===== config.mk =====
export PLATFORM = sky130hd
export DESIGN_NAME = integer_to_ascii_formatter_core
export DESIGN_NICKNAME = d
export VERILOG_FILES = /design/src/design/itoa_pkg.sv /design/src/design/itoa_ctrl.sv /design/src/design/itoa_dpath.sv /design/src/design/integer_to_ascii_formatter_core.sv
export SDC_FILE = /design/constraint.sdc
export NUM_CORES = 1
export LEC_CHECK = 0
export ABC_AREA = 1
export CAP_MARGIN = 40
export CORE_MARGIN = 10
export CORE_UTILIZATION = 25
export DETAILED_ROUTE_END_ITERATION = 8
export DONT_BUFFER_PORTS = 1
export HOLD_SLACK_MARGIN = 0.05
export PLACE_DENSITY_LB_ADDON = 0.1
export REMOVE_ABC_BUFFERS = 1
export SLEW_MARGIN = 20
export SYNTH_ARGS = -nofsm -noshare
export SYNTH_HDL_FRONTEND = slang
export SYNTH_HIERARCHICAL = 1
export SYNTH_SLANG_ARGS = --single-unit

===== constraint.sdc =====
create_clock -name clk -period 14.1 [get_ports clk]
set_input_delay 2.82 -clock clk [delete_from_list [all_inputs] [get_ports clk]]
set_output_delay 2.82 -clock clk [all_outputs]
set_load 0.005 [all_outputs]

===== src/design/itoa_pkg.sv =====
package itoa_pkg;

    localparam int MaxField   = 63;
    localparam int DigitSlots = 32;
    localparam int DecDigits  = 20;
    localparam int CntW       = 6;
    localparam int DigW       = 5;

    typedef enum logic [1:0] {
        CMD_SDEC = 2'd0,
        CMD_UDEC = 2'd1,
        CMD_HEXL = 2'd2,
        CMD_HEXU = 2'd3
    } cmd_t;

    typedef enum logic [2:0] {
        ST_IDLE,
        ST_CONV,
        ST_EMIT
    } state_t;

    // Phase of the character being emitted
    typedef enum logic [2:0] {
        PH_LPAD,
        PH_PFX,
        PH_ZERO,
        PH_DIG,
        PH_RPAD
    } phase_t;

    // Controller to datapath
    typedef struct packed {
        logic load;
        logic conv_step;
        logic emit_start;
        logic emit_step;
    } dp_cmd_t;

    // Datapath to controller
    typedef struct packed {
        logic conv_done;
        logic emit_last;
    } dp_stat_t;

    localparam logic [7:0] ChZero  = 8'h30;
    localparam logic [7:0] ChMinus = 8'h2D;
    localparam logic [7:0] ChPlus  = 8'h2B;
    localparam logic [7:0] ChSpace = 8'h20;

    function automatic logic [7:0] hex_char(input logic [3:0] nib, input logic upper);
        logic [7:0] c;
        if (nib < 4'd10)
            c = ChZero + {4'd0, nib};
        else if (upper)
            c = 8'h41 + {4'd0, nib} - 8'd10;
        else
            c = 8'h61 + {4'd0, nib} - 8'd10;
        return c;
    endfunction

endpackage


===== src/design/itoa_ctrl.sv =====
module itoa_ctrl
(
    input  logic                clk,
    input  logic                rst_n,
    input  logic                in_fire,
    input  logic                out_fire,
    input  logic                out_full,
    input  itoa_pkg::dp_stat_t  stat,
    output itoa_pkg::dp_cmd_t   cmd,
    output logic                busy
);
    import itoa_pkg::*;

    state_t state_reg, state_next;

    // Hold state
    always_ff @(posedge clk or negedge rst_n)
    begin
        if (!rst_n)
            state_reg <= ST_IDLE;
        else
            state_reg <= state_next;
    end

    // Next state
    always_comb
    begin
        state_next = state_reg;
        case (state_reg)
            ST_IDLE:
                if (in_fire) state_next = ST_CONV;
            ST_CONV:
                if (stat.conv_done) state_next = ST_EMIT;
            ST_EMIT:
                if ((!out_full || out_fire) && stat.emit_last) state_next = ST_IDLE;
            default:
                state_next = ST_IDLE;
        endcase
    end

    // Outputs
    always_comb
    begin
        cmd  = '0;
        busy = 1'b1;
        case (state_reg)
            ST_IDLE:
            begin
                busy     = 1'b0;
                cmd.load = in_fire;
            end
            ST_CONV:
            begin
                cmd.conv_step  = !stat.conv_done;
                cmd.emit_start = stat.conv_done;
            end
            ST_EMIT:
                cmd.emit_step = !out_full || out_fire;
            default:
                busy = 1'b1;
        endcase
    end

endmodule


===== src/design/itoa_dpath.sv =====
module itoa_dpath
(
    input  logic                clk,
    input  logic                rst_n,
    input  logic [1:0]          command,
    input  logic [63:0]         operand,
    input  logic [1:0]          size_class,
    input  logic                left_justify,
    input  logic                zero_pad,
    input  logic                plus_flag,
    input  logic                space_flag,
    input  logic                alternate,
    input  logic [5:0]          field_width,
    input  logic [5:0]          min_digits,
    input  itoa_pkg::dp_cmd_t   cmd,
    output itoa_pkg::dp_stat_t  stat,
    input  logic                out_fire,
    output logic                out_full,
    output logic [7:0]          out_char,
    output logic                last_char
);
    import itoa_pkg::*;

    logic [63:0]     mag_reg;
    logic [1:0]      cmd_reg;
    logic            lj_reg, zp_reg;
    logic [5:0]      fw_reg, md_reg;
    logic [1:0]      np_reg;
    logic [7:0]      pfx0_reg, pfx1_reg;
    logic [3:0]      dig_reg [DigitSlots];
    logic [DigW:0]   nd_reg;
    logic [6:0]      bits_reg;
    logic [CntW:0]   pad_reg, zeros_reg, cnt_reg, total_reg;
    phase_t          ph_reg;
    logic [CntW:0]   run_reg;
    logic [7:0]      char_reg;
    logic            last_reg, full_reg;

    logic [63:0] val, smask, mag_abs, mag_load;
    logic [6:0]  bits_load;
    logic        neg;

    // Mask operand to size class, take the magnitude
    always_comb
    begin
        case (size_class)
            2'd0:    smask = 64'hFF;
            2'd1:    smask = 64'hFFFF;
            2'd2:    smask = 64'hFFFF_FFFF;
            default: smask = '1;
        endcase
        val = operand & smask;
        case (size_class)
            2'd0:    neg = val[7];
            2'd1:    neg = val[15];
            2'd2:    neg = val[31];
            default: neg = val[63];
        endcase
        neg = neg && (command == CMD_SDEC);
        mag_abs = neg ? ((~val + 64'd1) & smask) : val;
        // Decimal shifts the magnitude out from its top bit
        case (size_class)
            2'd0:    begin mag_load = {mag_abs[7:0], 56'd0};  bits_load = 7'd8;  end
            2'd1:    begin mag_load = {mag_abs[15:0], 48'd0}; bits_load = 7'd16; end
            2'd2:    begin mag_load = {mag_abs[31:0], 32'd0}; bits_load = 7'd32; end
            default: begin mag_load = mag_abs;                bits_load = 7'd64; end
        endcase
        if (command[1])
            mag_load = mag_abs;
    end

    // Decimal: shift-and-add-3 binary to BCD, one operand bit per cycle,
    // then the digit count is registered.
    // Hex: one nibble per cycle from the bottom.
    logic        is_dec;
    logic [3:0]  bcd_adj [DecDigits];
    logic [3:0]  bcd_sh  [DecDigits];
    logic [DigW:0] nd_dec;
    assign is_dec = !cmd_reg[1];

    always_comb
    begin
        for (int k = 0; k < DecDigits; k++)
            bcd_adj[k] = (dig_reg[k] >= 4'd5) ? dig_reg[k] + 4'd3 : dig_reg[k];
        bcd_sh[0] = {bcd_adj[0][2:0], mag_reg[63]};
        for (int k = 1; k < DecDigits; k++)
            bcd_sh[k] = {bcd_adj[k][2:0], bcd_adj[k-1][3]};
        // highest nonzero digit sets the count, zero prints one digit
        nd_dec = (DigW+1)'(1);
        for (int k = 1; k < DecDigits; k++)
            if (dig_reg[k] != 4'd0)
                nd_dec = (DigW+1)'(k + 1);
    end

    assign stat.conv_done = (nd_reg != '0) &&
                            (is_dec || (mag_reg == '0) ||
                             (nd_reg == (DigW+1)'(DigitSlots)));

    // Layout sums
    logic [CntW+1:0] body, zeros, len, pad, mdx, ndx, fwx;
    always_comb
    begin
        ndx   = (CntW+2)'(nd_reg);
        mdx   = (CntW+2)'(md_reg);
        fwx   = (CntW+2)'(fw_reg);
        body  = (CntW+2)'(np_reg) + ndx;
        zeros = (mdx > ndx) ? mdx - ndx : '0;
        if (zp_reg && !lj_reg && md_reg == '0 && fwx > body)
            zeros = fwx - body;
        if (body >= (CntW+2)'(MaxField))
            zeros = '0;
        else if (zeros > (CntW+2)'(MaxField) - body)
            zeros = (CntW+2)'(MaxField) - body;
        len = body + zeros;
        pad = (fwx > len) ? fwx - len : '0;
        if (len >= (CntW+2)'(MaxField))
            pad = '0;
        else if (pad > (CntW+2)'(MaxField) - len)
            pad = (CntW+2)'(MaxField) - len;
    end

    // Current character
    phase_t      ph;
    logic [CntW:0] run;
    logic [7:0]  ch;
    always_comb
    begin
        ph  = ph_reg;
        run = run_reg;
        // skip empty phases
        for (int k = 0; k < 5; k++)
        begin
            if (run == '0)
            begin
                case (ph)
                    PH_LPAD: begin ph = PH_PFX;  run = (CntW+1)'(np_reg); end
                    PH_PFX:  begin ph = PH_ZERO; run = zeros_reg; end
                    PH_ZERO: begin ph = PH_DIG;  run = (CntW+1)'(nd_reg); end
                    PH_DIG:  begin ph = PH_RPAD; run = lj_reg ? pad_reg : '0; end
                    default: begin ph = PH_RPAD; run = (CntW+1)'(1); end
                endcase
            end
        end
        case (ph)
            PH_PFX:  ch = (run == (CntW+1)'(np_reg)) ? pfx0_reg : pfx1_reg;
            PH_ZERO: ch = ChZero;
            PH_DIG:  ch = hex_char(dig_reg[DigW'(run - 1'b1)], cmd_reg == CMD_HEXU);
            default: ch = ChSpace;
        endcase
    end
    assign stat.emit_last = (cnt_reg + 1'b1 == total_reg);

    // Registers
    always_ff @(posedge clk or negedge rst_n)
    begin
        if (!rst_n)
            full_reg <= 1'b0;
        else if (cmd.emit_step)
            full_reg <= 1'b1;
        else if (out_fire)
            full_reg <= 1'b0;
    end

    always_ff @(posedge clk)
    begin
        if (cmd.load)
        begin
            cmd_reg <= command;
            lj_reg  <= left_justify;
            zp_reg  <= zero_pad;
            fw_reg  <= field_width;
            md_reg  <= min_digits;
            nd_reg  <= '0;
            mag_reg <= mag_load;
            bits_reg <= bits_load;
            for (int k = 0; k < DecDigits; k++)
                dig_reg[k] <= 4'd0;
            pfx1_reg <= (command == CMD_HEXU) ? 8'h58 : 8'h78;
            if (neg)
            begin
                np_reg <= 2'd1; pfx0_reg <= ChMinus;
            end
            else if (command == CMD_SDEC && plus_flag)
            begin
                np_reg <= 2'd1; pfx0_reg <= ChPlus;
            end
            else if (command == CMD_SDEC && space_flag)
            begin
                np_reg <= 2'd1; pfx0_reg <= ChSpace;
            end
            else if (command[1] && alternate && val != '0)
            begin
                np_reg <= 2'd2; pfx0_reg <= ChZero;
            end
            else
            begin
                np_reg <= 2'd0; pfx0_reg <= ChZero;
            end
        end
        if (cmd.conv_step)
        begin
            if (!is_dec)
            begin
                dig_reg[DigW'(nd_reg)] <= mag_reg[3:0];
                mag_reg <= {4'd0, mag_reg[63:4]};
                nd_reg  <= nd_reg + 1'b1;
            end
            else if (bits_reg != '0)
            begin
                for (int k = 0; k < DecDigits; k++)
                    dig_reg[k] <= bcd_sh[k];
                mag_reg  <= {mag_reg[62:0], 1'b0};
                bits_reg <= bits_reg - 1'b1;
            end
            else
                nd_reg <= nd_dec;
        end
        if (cmd.emit_start)
        begin
            zeros_reg <= zeros[CntW:0];
            pad_reg   <= pad[CntW:0];
            ph_reg    <= PH_LPAD;
            run_reg   <= lj_reg ? '0 : pad[CntW:0];
            cnt_reg   <= '0;
            total_reg <= (CntW+1)'(((len + pad) > (CntW+2)'(MaxField)) ?
                         (CntW+2)'(MaxField) : len + pad);
        end
        if (cmd.emit_step)
        begin
            ph_reg   <= ph;
            run_reg  <= run - 1'b1;
            cnt_reg  <= cnt_reg + 1'b1;
            char_reg <= ch;
            last_reg <= stat.emit_last;
        end
    end

    assign out_full  = full_reg;
    assign out_char  = char_reg;
    assign last_char = last_reg;

endmodule


===== src/design/integer_to_ascii_formatter_core.sv =====
// Integer to ASCII formatter.
// s_axis carries one integer with its conversion and flags; m_axis returns
// the formatted field, one character per transaction, tlast on the last.
// One item at a time: s_axis_tready is high only while the block is idle.
// Hex conversion takes one nibble at a time from the bottom (1 to 16
// digits). Decimal conversion shifts the operand through a BCD register
// one bit per cycle, 8, 16, 32 or 64 bits by size class, then registers
// the digit count. The layout is then registered, and the field is emitted
// one character per cycle from the output register while the receiver
// accepts them (at most 63 characters). When the receiver stalls, the
// output register holds its character and emission pauses. Reset clears
// the controller and the output valid flag.
module integer_to_ascii_formatter_core
(
    input  logic        clk,
    input  logic        rst_n,
    input  logic        s_axis_tvalid,
    output logic        s_axis_tready,
    // [1:0] command, [65:2] operand, [67:66] size_class, [68] left_justify,
    // [69] zero_pad, [70] plus_flag, [71] space_flag, [72] alternate,
    // [78:73] field_width, [84:79] min_digits, [87:85] zero
    input  logic [87:0] s_axis_tdata,
    output logic        m_axis_tvalid,
    input  logic        m_axis_tready,
    // [7:0] out_char
    output logic [7:0]  m_axis_tdata,
    output logic        m_axis_tlast
);
    import itoa_pkg::*;

    dp_cmd_t  cmd;
    dp_stat_t stat;
    logic     busy, out_full, in_fire, out_fire;

    assign s_axis_tready = !busy;
    assign in_fire  = s_axis_tvalid && s_axis_tready;
    assign out_fire = m_axis_tvalid && m_axis_tready;
    assign m_axis_tvalid = out_full;

    itoa_ctrl u_ctrl
    (
        .clk(clk), .rst_n(rst_n), .in_fire(in_fire), .out_fire(out_fire),
        .out_full(out_full), .stat(stat), .cmd(cmd), .busy(busy)
    );

    itoa_dpath u_dpath
    (
        .clk(clk), .rst_n(rst_n),
        .command(s_axis_tdata[1:0]), .operand(s_axis_tdata[65:2]),
        .size_class(s_axis_tdata[67:66]), .left_justify(s_axis_tdata[68]),
        .zero_pad(s_axis_tdata[69]), .plus_flag(s_axis_tdata[70]),
        .space_flag(s_axis_tdata[71]), .alternate(s_axis_tdata[72]),
        .field_width(s_axis_tdata[78:73]), .min_digits(s_axis_tdata[84:79]),
        .cmd(cmd), .stat(stat), .out_fire(out_fire), .out_full(out_full),
        .out_char(m_axis_tdata), .last_char(m_axis_tlast)
    );

endmodule

==> results.json <==
{
  "synth_top_area_share_pct": 27.6,
  "post-route-drc-count": 0,
  "maxCapViolCount": 0,
  "yosys_warnings": 6,
  "fin_util_pct": 28.3,
  "yosysTopAreaCell": "edfxtp_1",
  "cts.repair.resized": 0,
  "io_pins": 103,
  "ys_seq_area_share_pct": 35.2,
  "yosys-top-cells-area": "edfxtp_1 (28%), nand2_1 (10%), dfxtp_1 (7.2%), inv_1 (7.1%), nand3_1 (6.5%)",
  "r2r_cells": 57,
  "antenna_found_initial": 2,
  "end_kind": "register",
  "multi_input_area_sq_um": 11800,
  "n_fill_cell": 9383,
  "grt_max_degree": 76,
  "yosysUniqueCellTypes": 68,
  "finalHoldViolCount": 0,
  "dieArea_sq_um": 97800,
  "maxSlewHeadroom_pct": 40.1,
  "synth_area_sq_um": 21400,
  "seq_area_sq_um": 7530,
  "wirelength_um": 83200,
  "cts_made_buffers": 39,
  "coreArea_sq_um": 85100,
  "finalSetupTns_ns": 0,
  "n_antenna_cell": 0,
  "synth_edf_count": 197,
  "via_per_inst": 5.03,
  "cp.arrival_ns": 11.38,
  "htreeDepth": 2,
  "drive_gt1_share_pct": 6.68,
  "root_buffer": "clkbuf_16",
  "grtUsageTotal_pct": 16.3,
  "grt_pass1_vias": 20400,
  "gr-total-overflow": 0,
  "crit_fanout": 10,
  "ys_seq_elements": 277,
  "status": "complete, no violations",
  "placementRows": 107,
  "initial_core_util_pct": 25.2,
  "slowest_stage": "a211oi_1",
  "dr.pass1.iters": 6,
  "fin_skew_ns": 0.0405,
  "worstMarginPinSlew_ns": 0.875,
  "synth-main-ff-cell": "edfxtp_1",
  "port_buffers": 0,
  "crit_top_cell": "nand2_1",
  "syn2layout_area_growth_pct": 12.5,
  "cts.sinks": 277,
  "vias": 20700,
  "period_needed_ns": 11.12,
  "die_height_um": 313,
  "syn_avg_cell_area_sq_um": 7.23,
  "hold-path-cell-count": 1,
  "fin_crit_sh_pct": 78.9,
  "detail-route-antenna-nets": 0,
  "reg2reg_from": "u_dpath/np_reg[0]$_SDFFCE_PP1P_",
  "startpoint_type": "register",
  "grt_pass1_wl_um": 125000,
  "largest_reg_flops": 128,
  "hp-start": "u_dpath/bits_reg[6]$_DFF_P_",
  "cts_setup_buffers": 0,
  "hold_slack_ns": 0.475,
  "max_freq_mhz": 89.9,
  "nets": 3122,
  "drtIter0Drc": 1516,
  "cp-startpoint": "u_dpath/np_reg[0]$_SDFFCE_PP1P_",
  "globalplace.congestion": 0.886,
  "critPathKind": "register to register",
  "wl_per_cell_um": 20.3,
  "setup_viol": 0,
  "cts_hold_buf": 0,
  "drv_slew": 0,
  "clk_latency_ns": 0.58,
  "clk_pin_slew_worst_paths_ns": 0.06,
  "clk_path_buf_depth": 3,
  "crit_required_ns": 14.36,
  "dp.final_hpwl_um": 62200,
  "rsz0062_at_grt": "no",
  "slowest_delay_ns": 0.71,
  "synth_cells": 2962,
  "async_flop_share_pct": 1.08,
  "die_x_um": 313,
  "hp-class": "register to register",
  "tritoncts": "done"
}
==> routing by layer <==
metal | track usage [%] | up-vias | part of all wire, %
met5 | 0 | - | 0.032
met4 | 4.96 | 4 | 2.8
met3 | 3.11 | 105 | 5.4
met2 | 27.9 | 530 | 48
met1 | 20.6 | 9904 | 44
li1 | - | 10100 | -
==> per-stage QoR <==
stage | setup WS [ns] | instance area [sq um] | std cells
CTS | 2.76 | 24100 | 4103
finish | 2.98 | 24100 | 4106
global placement | 2.91 | 22600 | 4025
global route | 1.78 | 24100 | 4106
floorplan | 4.87 | 20900 | 2849
detailed placement | 2.79 | 22700 | 4031
==> cell usage in the layout (no fill, tap or decap), types with 11 or more instances in the layout <==
cell type / synthesis / routed
buf_4: 17 / 33
o22ai_1: 77 / 77
nor4_1: 31 / 31
o211ai_1: 58 / 58
or2_2: 26 / 26
o221ai_1: 21 / 21
nand4_1: 48 / 48
a31oi_1: 11 / 11
dfxtp_1: 77 / 77
xnor2_1: 15 / 15
nor3_1: 34 / 34
o31ai_1: 11 / 11
clkbuf_16: 0 / 41
xor2_1: 63 / 63
nand3_1: 280 / 280
inv_1: 408 / 406
ha_1: 93 / 93
a21oi_1: 117 / 117
nand2_1: 576 / 575
o32ai_1: 16 / 16
o21ai_0: 265 / 265
inv_2: 12 / 14
edfxtp_1: 197 / 197
nor2_2: 11 / 13
nor2_1: 267 / 264
nand2_2: 11 / 12
==> synth_stat cells, drive strengths merged (7+ instances only) <==
cell,count
nor3,35
o2111ai,8
o211ai,58
inv,420
nor2,281
ha,93
a221oi,8
o21ai,276
a21boi,7
dfxtp,77
mux2,7
a211oi,9
o221ai,21
nand4,48
o32ai,16
o22ai,77
a21oi,119
nand3,281
nand2,587
xnor2,15
o31ai,11
buf,35
edfxtp,197
nor4,31
xor2,66
clkbuf,79
or2,26
a31oi,11
==> area by class of cell <==
class	instances	share of cell area [%]
Multi-Input combinational cell	2146	48.9
Clock buffer	55	4.81
Inverter	426	6.63
Timing Repair Buffer	41	1.47
Sequential cell	277	31.3
Tap cell	1144	5.94
Clock inverter	17	0.960
==> path summary, 6_finish.rpt <==
kind / endpoint / slack, ns
max in group asynchronous: u_ctrl/state_reg[0]$_DFFE_PN0P_ / 12.07
min in group asynchronous: u_dpath/out_full$_DFFE_PN0P_ / 1.96
setup / recovery: u_dpath/total_reg[1]$_SDFFCE_PN1P_ / 2.98
hold / removal: u_dpath/bits_reg[6]$_DFF_P_ / 0.48
setup reg to reg: u_dpath/total_reg[1]$_SDFFCE_PN1P_ / 2.98
hold reg to reg: u_dpath/bits_reg[6]$_DFF_P_ / 0.48
==> cells by family (layout without fill, tap and decap cells) <==
group	after synthesis	in the layout	share of synthesized area, %
buf+inv	540	539	9.89
mux	8	8	0.415
other cells	1	2	0.0175
simple gates	1300	1300	26.5
xor+xnor	81	81	3.52
flops	277	277	35.2
compound gates	656	656	18.5
fa+ha+maj	99	99	5.99
==> critical path: cells and delay by family (launching register included) <==
kind | cells | cell delay, ns
DFF | 1 | 0.53
xor gates and xnor gates | 2 | 0.65
buffers and inverters | 11 | 1.32
adders and majority gates | 9 | 3.00
and+or+nand+nor | 18 | 2.03
AOI/OAI and AO/OA | 17 | 3.28
Power is not shown: default switching activity piles up to over one toggle a cycle in this logic, so the estimate is an artifact.
